`src/rtl/pidt_pkg.sv`:
```
// Shared types and register map constants for the periodic interrupt down timer.
package pidt_pkg;

    // Item operation codes
    localparam logic [1:0] OP_TICK  = 2'd0;
    localparam logic [1:0] OP_WRITE = 2'd1;
    localparam logic [1:0] OP_READ  = 2'd2;

    // Register indexes
    localparam logic [2:0] REG_CTRL   = 3'd0;
    localparam logic [2:0] REG_STATUS = 3'd1;
    localparam logic [2:0] REG_LOAD   = 3'd2;
    localparam logic [2:0] REG_CMP    = 3'd3;
    localparam logic [2:0] REG_CNT    = 3'd4;

    // Control word layout
    localparam int CTRL_BITS     = 26;
    localparam int CTRL_EN       = 0;
    localparam int CTRL_ENMOD    = 1;
    localparam int CTRL_OCIEN    = 2;
    localparam int CTRL_RLD      = 3;
    localparam int CTRL_PRESCALE = 4;
    localparam int CTRL_IOVW     = 17;
    localparam int CTRL_CLKSRC   = 24;

    // Status register bits
    localparam int STAT_OCIF = 0;

    // Counter commands for one accepted item (at most one is set)
    typedef struct packed {
        logic tick;       // prescaler advance, timer running
        logic restart;    // enable edge with restart-on-enable
        logic overwrite;  // load write with immediate overwrite
    } pidt_cmd_t;

endpackage

```
`src/rtl/pidt_counter.sv`:
```
// Prescaler and down counter with compare match detection.
module pidt_counter #(
    parameter int COUNT_BITS    = 32,
    parameter int PRESCALE_BITS = 12
) (
    input  logic                     clk,
    input  logic                     rst_n,
    input  pidt_pkg::pidt_cmd_t      cmd,
    input  logic [PRESCALE_BITS-1:0] divide,
    input  logic [COUNT_BITS-1:0]    restart_value,
    input  logic [COUNT_BITS-1:0]    load_value,
    input  logic [COUNT_BITS-1:0]    compare_value,
    output logic [COUNT_BITS-1:0]    count,
    output logic                     hit
);
    import pidt_pkg::*;

    logic [COUNT_BITS-1:0]    count_reg;
    logic [COUNT_BITS-1:0]    count_next;
    logic [PRESCALE_BITS-1:0] ps_reg;
    logic [PRESCALE_BITS-1:0] ps_next;
    logic                     step;

    // Next counter and prescaler state
    always_comb
    begin
        count_next = count_reg;
        ps_next    = ps_reg;
        step       = 1'b0;
        if (cmd.restart)
        begin
            count_next = restart_value;
            ps_next    = '0;
        end
        else if (cmd.overwrite)
        begin
            count_next = load_value;
        end
        else if (cmd.tick)
        begin
            if (ps_reg != divide)
            begin
                ps_next = ps_reg + 1'b1;
            end
            else
            begin
                ps_next = '0;
                step    = 1'b1;
                if (count_reg == '0)
                    count_next = restart_value;
                else
                    count_next = count_reg - 1'b1;
            end
        end
    end

    assign hit   = step && (count_next == compare_value);
    assign count = count_reg;

    // State registers
    always_ff @(posedge clk or negedge rst_n)
    begin
        if (!rst_n)
        begin
            count_reg <= '1;
            ps_reg    <= '0;
        end
        else
        begin
            count_reg <= count_next;
            ps_reg    <= ps_next;
        end
    end

endmodule

```
`src/rtl/periodic_interrupt_down_timer.sv`:
```
// Top level of the periodic interrupt down timer: register file, counter, result register.
//
//  channel | direction | handshake           | payload
//  --------+-----------+---------------------+---------------------------------
//  in      | input     | in_valid / in_ready | op, reg_index, write_data
//  out     | output    | out_valid/out_ready | read_data, irq_pending
//
// One item per cycle while in_ready holds: a tick, write or read is applied to the
// timer state at the transfer edge, its result is registered at that same edge and
// offered on out_valid from the next cycle on.
// in_ready is high whenever the output register is empty or drains this cycle,
// so a stalled consumer holds off input only while a result waits.
// Reset: control 0, status 0, load all ones, compare 0, counter all ones,
// prescaler 0; no result pending.
module periodic_interrupt_down_timer #(
    parameter int COUNT_BITS    = 32,
    parameter int PRESCALE_BITS = 12
) (
    input  logic        clk,
    input  logic        rst_n,
    input  logic        in_valid,
    output logic        in_ready,
    input  logic [1:0]  op,
    input  logic [2:0]  reg_index,
    input  logic [31:0] write_data,
    output logic        out_valid,
    input  logic        out_ready,
    output logic [31:0] read_data,
    output logic        irq_pending
);
    import pidt_pkg::*;

    logic [CTRL_BITS-1:0]  ctrl_reg;
    logic [CTRL_BITS-1:0]  ctrl_next;
    logic                  flag_reg;
    logic                  flag_next;
    logic [COUNT_BITS-1:0] load_reg;
    logic [COUNT_BITS-1:0] load_next;
    logic [COUNT_BITS-1:0] cmp_reg;
    logic [COUNT_BITS-1:0] cmp_next;
    logic                  out_valid_reg;
    logic                  out_valid_next;
    logic [31:0]           rdata_reg;
    logic [31:0]           rdata_next;
    logic                  irq_reg;
    logic                  irq_next;

    logic                  in_fire;
    logic                  is_write;
    logic                  running;
    logic [COUNT_BITS-1:0] count;
    logic                  hit;
    logic [COUNT_BITS-1:0] restart_value;
    pidt_cmd_t             cmd;

    assign in_fire  = in_valid && in_ready;
    assign in_ready = !out_valid_reg || out_ready;
    assign is_write = in_fire && (op == OP_WRITE);
    assign running  = ctrl_reg[CTRL_EN] && (ctrl_reg[CTRL_CLKSRC +: 2] != 2'b00);

    // Register writes
    always_comb
    begin
        ctrl_next = ctrl_reg;
        load_next = load_reg;
        cmp_next  = cmp_reg;
        if (is_write)
        begin
            unique case (reg_index)
                REG_CTRL: ctrl_next = write_data[CTRL_BITS-1:0];
                REG_LOAD: load_next = write_data[COUNT_BITS-1:0];
                REG_CMP:  cmp_next  = write_data[COUNT_BITS-1:0];
                default:  ;
            endcase
        end
    end

    // Counter commands
    always_comb
    begin
        cmd.tick      = in_fire && (op == OP_TICK) && running;
        cmd.restart   = is_write && (reg_index == REG_CTRL) && !ctrl_reg[CTRL_EN]
                        && write_data[CTRL_EN] && write_data[CTRL_ENMOD];
        cmd.overwrite = is_write && (reg_index == REG_LOAD) && ctrl_reg[CTRL_IOVW];
    end

    assign restart_value = ctrl_next[CTRL_RLD] ? load_reg : '1;

    pidt_counter #(
        .COUNT_BITS    (COUNT_BITS),
        .PRESCALE_BITS (PRESCALE_BITS)
    ) u_counter (
        .clk           (clk),
        .rst_n         (rst_n),
        .cmd           (cmd),
        .divide        (ctrl_reg[CTRL_PRESCALE +: PRESCALE_BITS]),
        .restart_value (restart_value),
        .load_value    (load_next),
        .compare_value (cmp_reg),
        .count         (count),
        .hit           (hit)
    );

    // Status flag: set by a compare match, cleared by writing 1
    always_comb
    begin
        flag_next = flag_reg;
        if (is_write && (reg_index == REG_STATUS) && write_data[STAT_OCIF])
            flag_next = 1'b0;
        if (hit)
            flag_next = 1'b1;
    end

    // Read mux
    always_comb
    begin
        rdata_next = '0;
        if (op == OP_READ)
        begin
            unique case (reg_index)
                REG_CTRL:   rdata_next = 32'(ctrl_reg);
                REG_STATUS: rdata_next = 32'(flag_reg);
                REG_LOAD:   rdata_next = 32'(load_reg);
                REG_CMP:    rdata_next = 32'(cmp_reg);
                REG_CNT:    rdata_next = 32'(count);
                default:    rdata_next = '0;
            endcase
        end
    end

    assign irq_next       = flag_next && ctrl_next[CTRL_OCIEN];
    assign out_valid_next = in_fire || (out_valid_reg && !out_ready);

    // Timer state and result valid
    always_ff @(posedge clk or negedge rst_n)
    begin
        if (!rst_n)
        begin
            ctrl_reg      <= '0;
            flag_reg      <= 1'b0;
            load_reg      <= '1;
            cmp_reg       <= '0;
            out_valid_reg <= 1'b0;
        end
        else
        begin
            ctrl_reg      <= ctrl_next;
            flag_reg      <= flag_next;
            load_reg      <= load_next;
            cmp_reg       <= cmp_next;
            out_valid_reg <= out_valid_next;
        end
    end

    // Result payload
    always_ff @(posedge clk)
    begin
        if (in_fire)
        begin
            rdata_reg <= rdata_next;
            irq_reg   <= irq_next;
        end
    end

    assign out_valid   = out_valid_reg;
    assign read_data   = rdata_reg;
    assign irq_pending = irq_reg;

`ifndef NO_ASSERTIONS
    // Result interrupt matches the state left by the item
    a_irq_state: assert property (@(posedge clk) disable iff (!rst_n)
        in_fire |=> irq_reg == (flag_reg && ctrl_reg[CTRL_OCIEN]))
        else $error("irq_pending disagrees with status and enable");

    // Ticks and writes return zero data
    a_nonread_zero: assert property (@(posedge clk) disable iff (!rst_n)
        in_fire && (op != OP_READ) |=> rdata_reg == '0)
        else $error("non-read item returned data");

    // Counter register is read only
    a_cnt_ro: assert property (@(posedge clk) disable iff (!rst_n)
        in_fire && (op == OP_WRITE) && (reg_index == REG_CNT) |=> $stable(count))
        else $error("counter changed on counter write");

    // Counter only moves while running or on a control or load write
    a_cnt_idle: assert property (@(posedge clk) disable iff (!rst_n)
        !in_fire |=> $stable(count) && $stable(flag_reg))
        else $error("timer state moved without a transfer");
`endif

endmodule
```
`config.mk`:
```
export PLATFORM = sky130hd
export DESIGN_NAME = periodic_interrupt_down_timer
export DESIGN_NICKNAME = d
export VERILOG_FILES = /design/src/rtl/pidt_pkg.sv /design/src/rtl/pidt_counter.sv /design/src/rtl/periodic_interrupt_down_timer.sv
export SDC_FILE = /design/constraint.sdc
export NUM_CORES = 1
export LEC_CHECK = 0
export ABC_AREA = 1
export BUFFER_PORTS_ARGS = -buffer_cell sky130_fd_sc_hd__buf_2
export CAP_MARGIN = 10
export CELL_PAD_IN_SITES_DETAIL_PLACEMENT = 0
export CELL_PAD_IN_SITES_GLOBAL_PLACEMENT = 2
export CORE_MARGIN = 2
export CORE_UTILIZATION = 32
export DETAILED_ROUTE_END_ITERATION = 6
export PLACE_DENSITY_LB_ADDON = 0.1
export SETUP_SLACK_MARGIN = 0.02
export SYNTH_ARGS = -nofsm -noshare
export SYNTH_HDL_FRONTEND = slang
export SYNTH_SLANG_ARGS = --single-unit
```
`constraint.sdc`:
```
create_clock -name clk -period 2.6 [get_ports clk]
set_clock_uncertainty 0.1 [all_clocks]
set_input_delay 0.26 -clock clk [delete_from_list [all_inputs] [get_ports clk]]
set_output_delay 0.26 -clock clk [all_outputs]
set_load 0.02 [all_outputs]
```
### Word-level counts from Yosys, hierarchy flattened

Index checks and enable logic that the tools add are counted.

| word-level totals | value |
|---|---|
| register bits | 169 |
| bits of input ports | 41 |

| cells by class | value |
|---|---|
| $add $sub $neg | 2 |
| eq/ne operators | 9 |
| multiplexer cells | 21 |
| reductions and logical operators | 29 |

Operators with widths:

| cell | count |
|---|---|
| $mux 32 | 8 |
| $pmux 32 s5 | 1 |
| $mux 12 | 4 |
| $eq 32x32->1 | 1 |
| $logic_not 32->1 | 1 |
| $sub 32x1->32 const B | 1 |
| $logic_and 1x1->1 | 16 |
| $add 12x1->12 const B | 1 |
| $ne 12x12->1 | 1 |
| $mux 4 | 2 |
| $eq 3x2->1 const B | 2 |
| $mux 1 | 6 |
| $reduce_and 2->1 | 3 |
| $reduce_bool 2->1 | 2 |
| $eq 3x1->1 const B | 1 |
| $eq 3x3->1 const B | 1 |
| $logic_not 1->1 | 3 |
| $logic_not 3->1 | 1 |
| $eq 2x1->1 const B | 1 |
| $eq 2x2->1 const B | 1 |
| $logic_not 2->1 | 1 |
| $logic_or 1x1->1 | 2 |
| $ne 2x1->1 const B | 1 |

### Depth between registers and ports, before layout

| depth | value |
|---|---|
| depth in word-level cells | 15 |
| depth in mapped cells | 22 |

### Hierarchy

A second synthesis with hierarchy kept.

| second synthesis, totals | value |
|---|---|
| cells, all modules | 1571 |
| area, all modules | 10715.3 µm² |

By module, submodules not included:

| module | instances | cells an instance | area each (µm²) | seq. area each (µm²) |
|---|---|---|---|---|
| periodic_interrupt_down_timer | 1 | 685 | 5790.6 | 3333.2 |
| pidt_counter | 1 | 886 | 4924.7 | 1141.1 |

### Worst setup path after synthesis

OpenSTA, ideal clock, no wires.

| timing path | value |
|---|---|
| path kind | register to register |
| from | register out_valid_reg, in the netlist out_valid |
| to | register irq_reg, in the netlist irq_pending, data pin |
| library setup time | 141 ps |
| data arrival time | 2241 ps |
| path slack | 118 ps |
| cell stages (with the launch flop) | 19 |
| path buffers | 1 |
| period minus slack after synthesis | 2482 ps |
| cells stage by stage | dfrtp_1 -> nand2_2 -> nand2_2 -> nor2_4 -> nand2_4 -> nor2_8 -> inv_4 -> buf_2 -> o21ai_0 -> inv_1 -> nand2_1 -> nand3b_1 -> nand2_1 -> nand2_1 -> nor2_1 -> nand2_1 -> nor2_2 -> nand3_2 -> a21oi_2 |

| on the way | value |
|---|---|
| word-level cells in the longest chain between the ends | 15 |

Ends and longest elaborated chain:

| element | line | RTL |
|---|---|---|
| start: declaration | periodic_interrupt_down_timer.sv:41 | `logic out_valid_reg;` |
| start signal: assignment | periodic_interrupt_down_timer.sv:151 | `out_valid_reg <= out_valid_next;` |
| $logic_not 1->1 * | periodic_interrupt_down_timer.sv:57 | `assign in_ready = !out_valid_reg \|\| out_ready;` |
| $logic_or 1x1->1 * | periodic_interrupt_down_timer.sv:57 |  |
| via in_ready | periodic_interrupt_down_timer.sv:22 | `output logic in_ready,` |
| $logic_and 1x1->1 * | periodic_interrupt_down_timer.sv:56 | `assign in_fire = in_valid && in_ready;` |
| $logic_and 1x1->1 | periodic_interrupt_down_timer.sv:58 | `assign is_write = in_fire && (op == OP_WRITE);` |
| $mux 4 | periodic_interrupt_down_timer.sv:67 | `if (is_write)` |
| $mux 32 | periodic_interrupt_down_timer.sv:87 | `assign restart_value = ctrl_next[CTRL_RLD] ? load_reg : '1;` |
| $mux 32 | pidt_counter.sv:49 | `if (count_reg == '0)` |
| $mux 32 | pidt_counter.sv:41 | `if (ps_reg != divide)` |
| $mux 32 | pidt_counter.sv:39 | `else if (cmd.tick)` |
| $mux 32 | pidt_counter.sv:35 | `else if (cmd.overwrite)` |
| $mux 32 | pidt_counter.sv:30 | `if (cmd.restart)` |
| $eq 32x32->1 | pidt_counter.sv:57 | `assign hit = step && (count_next == compare_value);` |
| $logic_and 1x1->1 | pidt_counter.sv:57 |  |
| $mux 1 | periodic_interrupt_down_timer.sv:110 | `if (hit)` |
| $logic_and 1x1->1 * | periodic_interrupt_down_timer.sv:131 | `assign irq_next = flag_next && ctrl_next[CTRL_OCIEN];` |
| via irq_next | periodic_interrupt_down_timer.sv:46 | `logic irq_next;` |
| end signal: assignment | periodic_interrupt_down_timer.sv:161 | `irq_reg <= irq_next;` |
| end: declaration | periodic_interrupt_down_timer.sv:45 | `logic irq_reg;` |

The timed path passes the listed nets; every way through them passes the cells marked *.
A chain may end at the register's enable or synchronous reset.

### Worst setup path in the final report

| timing path | value |
|---|---|
| from | register out_valid_reg, in the netlist out_valid |
| to | register irq_reg, in the netlist irq_pending, data pin |

| on the way | value |
|---|---|
| word-level cells in the longest chain between the ends | 15 |

Ends and longest elaborated chain:

| element | line | RTL |
|---|---|---|
| $logic_not 1->1 * | periodic_interrupt_down_timer.sv:57 |  |
| $logic_or 1x1->1 * | periodic_interrupt_down_timer.sv:57 |  |
| $logic_and 1x1->1 * | periodic_interrupt_down_timer.sv:56 |  |
| $logic_and 1x1->1 * | periodic_interrupt_down_timer.sv:58 |  |
| $mux 4 * | periodic_interrupt_down_timer.sv:67 |  |
| via ctrl_next[3] | periodic_interrupt_down_timer.sv:34 | `logic [CTRL_BITS-1:0] ctrl_next;` |
| $mux 32 * | periodic_interrupt_down_timer.sv:87 |  |
| $mux 32 | pidt_counter.sv:49 |  |
| $mux 32 | pidt_counter.sv:41 |  |
| $mux 32 | pidt_counter.sv:39 |  |
| $mux 32 | pidt_counter.sv:35 |  |
| $mux 32 * | pidt_counter.sv:30 |  |
| $eq 32x32->1 * | pidt_counter.sv:57 |  |
| $logic_and 1x1->1 * | pidt_counter.sv:57 |  |
| $mux 1 * | periodic_interrupt_down_timer.sv:110 |  |
| $logic_and 1x1->1 * | periodic_interrupt_down_timer.sv:131 |  |
| via irq_next | periodic_interrupt_down_timer.sv:46 |  |

Marked as above.

==> results.json <==
{
  "wl_met1_mm": 20.1,
  "ys_async_sr_fraction_pct": 80.5,
  "overflow": 0,
  "start_util_pct": 32.5,
  "min_period_over_period_pct": 109,
  "antenna_found_initial": 0,
  "synth_edf_count": 33,
  "synth_top_area_cell": "dfrtp_1",
  "grt_max_degree": 53,
  "timing_worst_slew_pin_value_ns": 0.614,
  "status": "complete, but fails checks",
  "relSlewSlack_pct": 59.0,
  "met3WireLength_mm": 1.75,
  "min_path_type": "in -> reg",
  "post-place-ws_ns": -0.451,
  "cts.sinks": 169,
  "wire_per_inst_um": 18.3,
  "syn_nets": 1472,
  "vias": 10600,
  "grt_util_all_layers_pct": 24.7,
  "io_buffers": 75,
  "critical_path.top_delay_family": "simple AND/OR/NAND/NOR gates",
  "synth_xor_area_share_pct": 1.28,
  "num_io_pins": 76,
  "drc": 0,
  "drtAntennaViolNets": 0,
  "synth-seq-cells": 169,
  "crit_fanout": 8,
  "syn_to_final_growth_pct": 40.6,
  "synth_top_family_by_area": "simple AND/OR/NAND/NOR gates",
  "yosys.area_share.simple_pct": 30.2,
  "final_nets": 1810,
  "initialDrtViolationCount": 623,
  "dieArea_um2": 33500,
  "cp_cell_sequence": "nand2_4 -> nand4_1 -> buf_4 -> buf_6 -> nand2_4 -> nand2_8 -> buf_6 -> buf_16 -> inv_2 -> nand3_1 -> nand3_1 -> nand2_1 -> nand2_1 -> nand3b_1 -> nand2_1 -> nand2_1 -> nor2_1 -> nand2_2 -> nor2_4 -> nand3_2 -> a21oi_2",
  "clkLatencyLatePin_ns": 0.46,
  "highest_layer": "met4",
  "yosysWarnings": 0,
  "drive_above_1_share_pct": 32.0,
  "critPathBufInv": 5,
  "clock_path_buffers": 2,
  "slew_viol_final": 0,
  "final_common_cell": "nand2_1",
  "fin_util_pct": 45.7,
  "fin_crit_ns": 2.84,
  "fin_hold_ws_ns": 0.0209,
  "grt_pass1_vias": 10300,
  "final_area_um2": 14400,
  "crit_required_ns": 2.82,
  "cts_tree": "built",
  "clkTransAtPathRegs_ns": 0.08,
  "maxCapViolations": 0,
  "synthTopCellsByArea": "dfrtp_1, dfstp_2, nand2_1",
  "gp_congestion": 0.859,
  "synth_top_area_share_pct": 17.6,
  "via_per_inst": 4.86,
  "cts_root_buf": "clkbuf_16",
  "synth_mux_area_share_pct": 0,
  "die_h_um": 183,
  "finalWorstSetupSlack_ns": -0.240,
  "max_stage_delay_ns": 0.42,
  "yosysSeqAreaShare_pct": 43.6,
  "chipWidth_um": 183,
  "cts-buffers-inserted": 17,
  "critPathKind": "reg -> reg",
  "wl_mm": 39.9,
  "p_leak_uw": 0.00686,
  "crit_top_cell": "nand2_1",
  "finalPower_uw": 10200,
  "route.met2.wl_mm": 17.6,
  "synthAdderAreaFrac_pct": 0.366,
  "n_antenna_cell": 0,
  "synthesis.area_um2": 10300,
  "max_freq_mhz": 352,
  "cp-end-kind": "flop",
  "synth-compound-area-share_pct": 14.7,
  "syn_area_per_cell_um2": 7.18,
  "irDropWorstVdd_v": 0.000542,
  "violations": "negative setup slack",
  "firstDrtPassIters": 5,
  "critPathArrivalTime_ns": 3.06,
  "place_area_um2": 12800,
  "syn_inst": 1428,
  "ys.flop_type": "dfrtp_1",
  "rsz0062_at_grt": "true",
  "synth_cell_types": 47,
  "hold_viol": 0,
  "hpwlAfterDp_mm": 28.8,
  "coreArea_um2": 31600,
  "critPathSlowestCell": "dfrtp_1",
  "mostFrequentLayoutCells": "nand2_1, buf_4, inv_1, o21ai_0, nor2_1",
  "grt_pass1_wl_mm": 61.6,
  "setup_viol": 2,
  "startpoint_type": "flop",
  "row_count": 65,
  "htree_levels": 4,
  "p_per_area_nw_per_um2": 706
}
## logic make-up after synthesis
| logic type | after synthesis |
|---|---|
| AOI/OAI and AO/OA | 271 |
| xor gates and xnor gates | 15 |
| adders and majority gates | 3 |
| buffers and inverters | 242 |
| DFF | 169 |
| and+or+nand+nor | 728 |
## Yosys cell counts (8+ instances only)
library cell / instances
nand2_1: 420
inv_1: 159
nor2_1: 146
o21ai_0: 132
nand3_1: 100
dfrtp_1: 72
dfstp_2: 64
a21oi_1: 49
edfxtp_1: 33
clkbuf_1: 32
o21ai_1: 31
a221oi_1: 26
o22ai_1: 23
inv_2: 15
buf_2: 13
nor2_2: 11
xor2_1: 10
nor3_1: 9
buf_6: 8
clkinv_1: 8
nand4_1: 8
## power breakdown
part | internal (µW) | switching, µW
Sequential | 3300 | 411
Clock | 1440 | 1240
Combinational | 1780 | 2010
## final timing paths
kind / end / cells past startpoint / start / slack (ns)
setup / recovery: irq_pending$_DFFE_PP_ / 21 / out_valid$_DFF_PN0_ / -0.24
hold / removal: load_reg[6]$_DFF_PN1_ / 3 / write_data[6] / 0.02
setup reg to reg: irq_pending$_DFFE_PP_ / 21 / out_valid$_DFF_PN0_ / -0.24
hold reg to reg: load_reg[27]$_DFF_PN1_ / 2 / load_reg[27]$_DFF_PN1_ / 0.39
max in group asynchronous: load_reg[20]$_DFF_PN1_ / 3 / rst_n / 1.40
min in group asynchronous: cmp_reg[1]$_DFFE_PN0P_ / 2 / rst_n / 0.25
## worst min-delay path, delay by kind of cell
| kind | cells | cell delay [ns] |
|---|---|---|
| AOI/OAI and AO/OA | 1 | 0.10 |
| buffers and inverters | 2 | 0.21 |
## what timing repair did
action,4_1_cts,5_1_grt
cloned,2,0
pin swaps,20,39
resized for setup,57,71
endpoints found under the hold margin,87,0
hold buffers,31,0
setup endpoints to repair,5,6
setup buffers,8,15
## layer usage
| layer | vias to the layer above | global-route usage (%) |
|---|---|---|
| met2 | 239 | 38.4 |
| li1 | 5318 | - |
| met4 | 0 | 5.12 |
| met1 | 5027 | 36.1 |
| met5 | - | 0 |
| met3 | 24 | 4.07 |
## cell type report
cell class	count	area [µm²]
tap	402	503
multi-input combinational	1017	5170
fill	3283	17100
timing repair buffer	377	2990
clock buffer	18	429
inverter	184	701
clock inverter	14	160
sequential	169	4470
## stage by stage
step / TNS [ns] / cells
2_1_floorplan: 0 / 1428
4_1_cts: -0.296 / 2166
6_report: -0.376 / 2181
3_5_place_dp: -1.10 / 2093
5_1_grt: -0.848 / 2181
3_3_place_gp: -1.17 / 2093
Note: power is estimated with default switching activity, not from simulation.
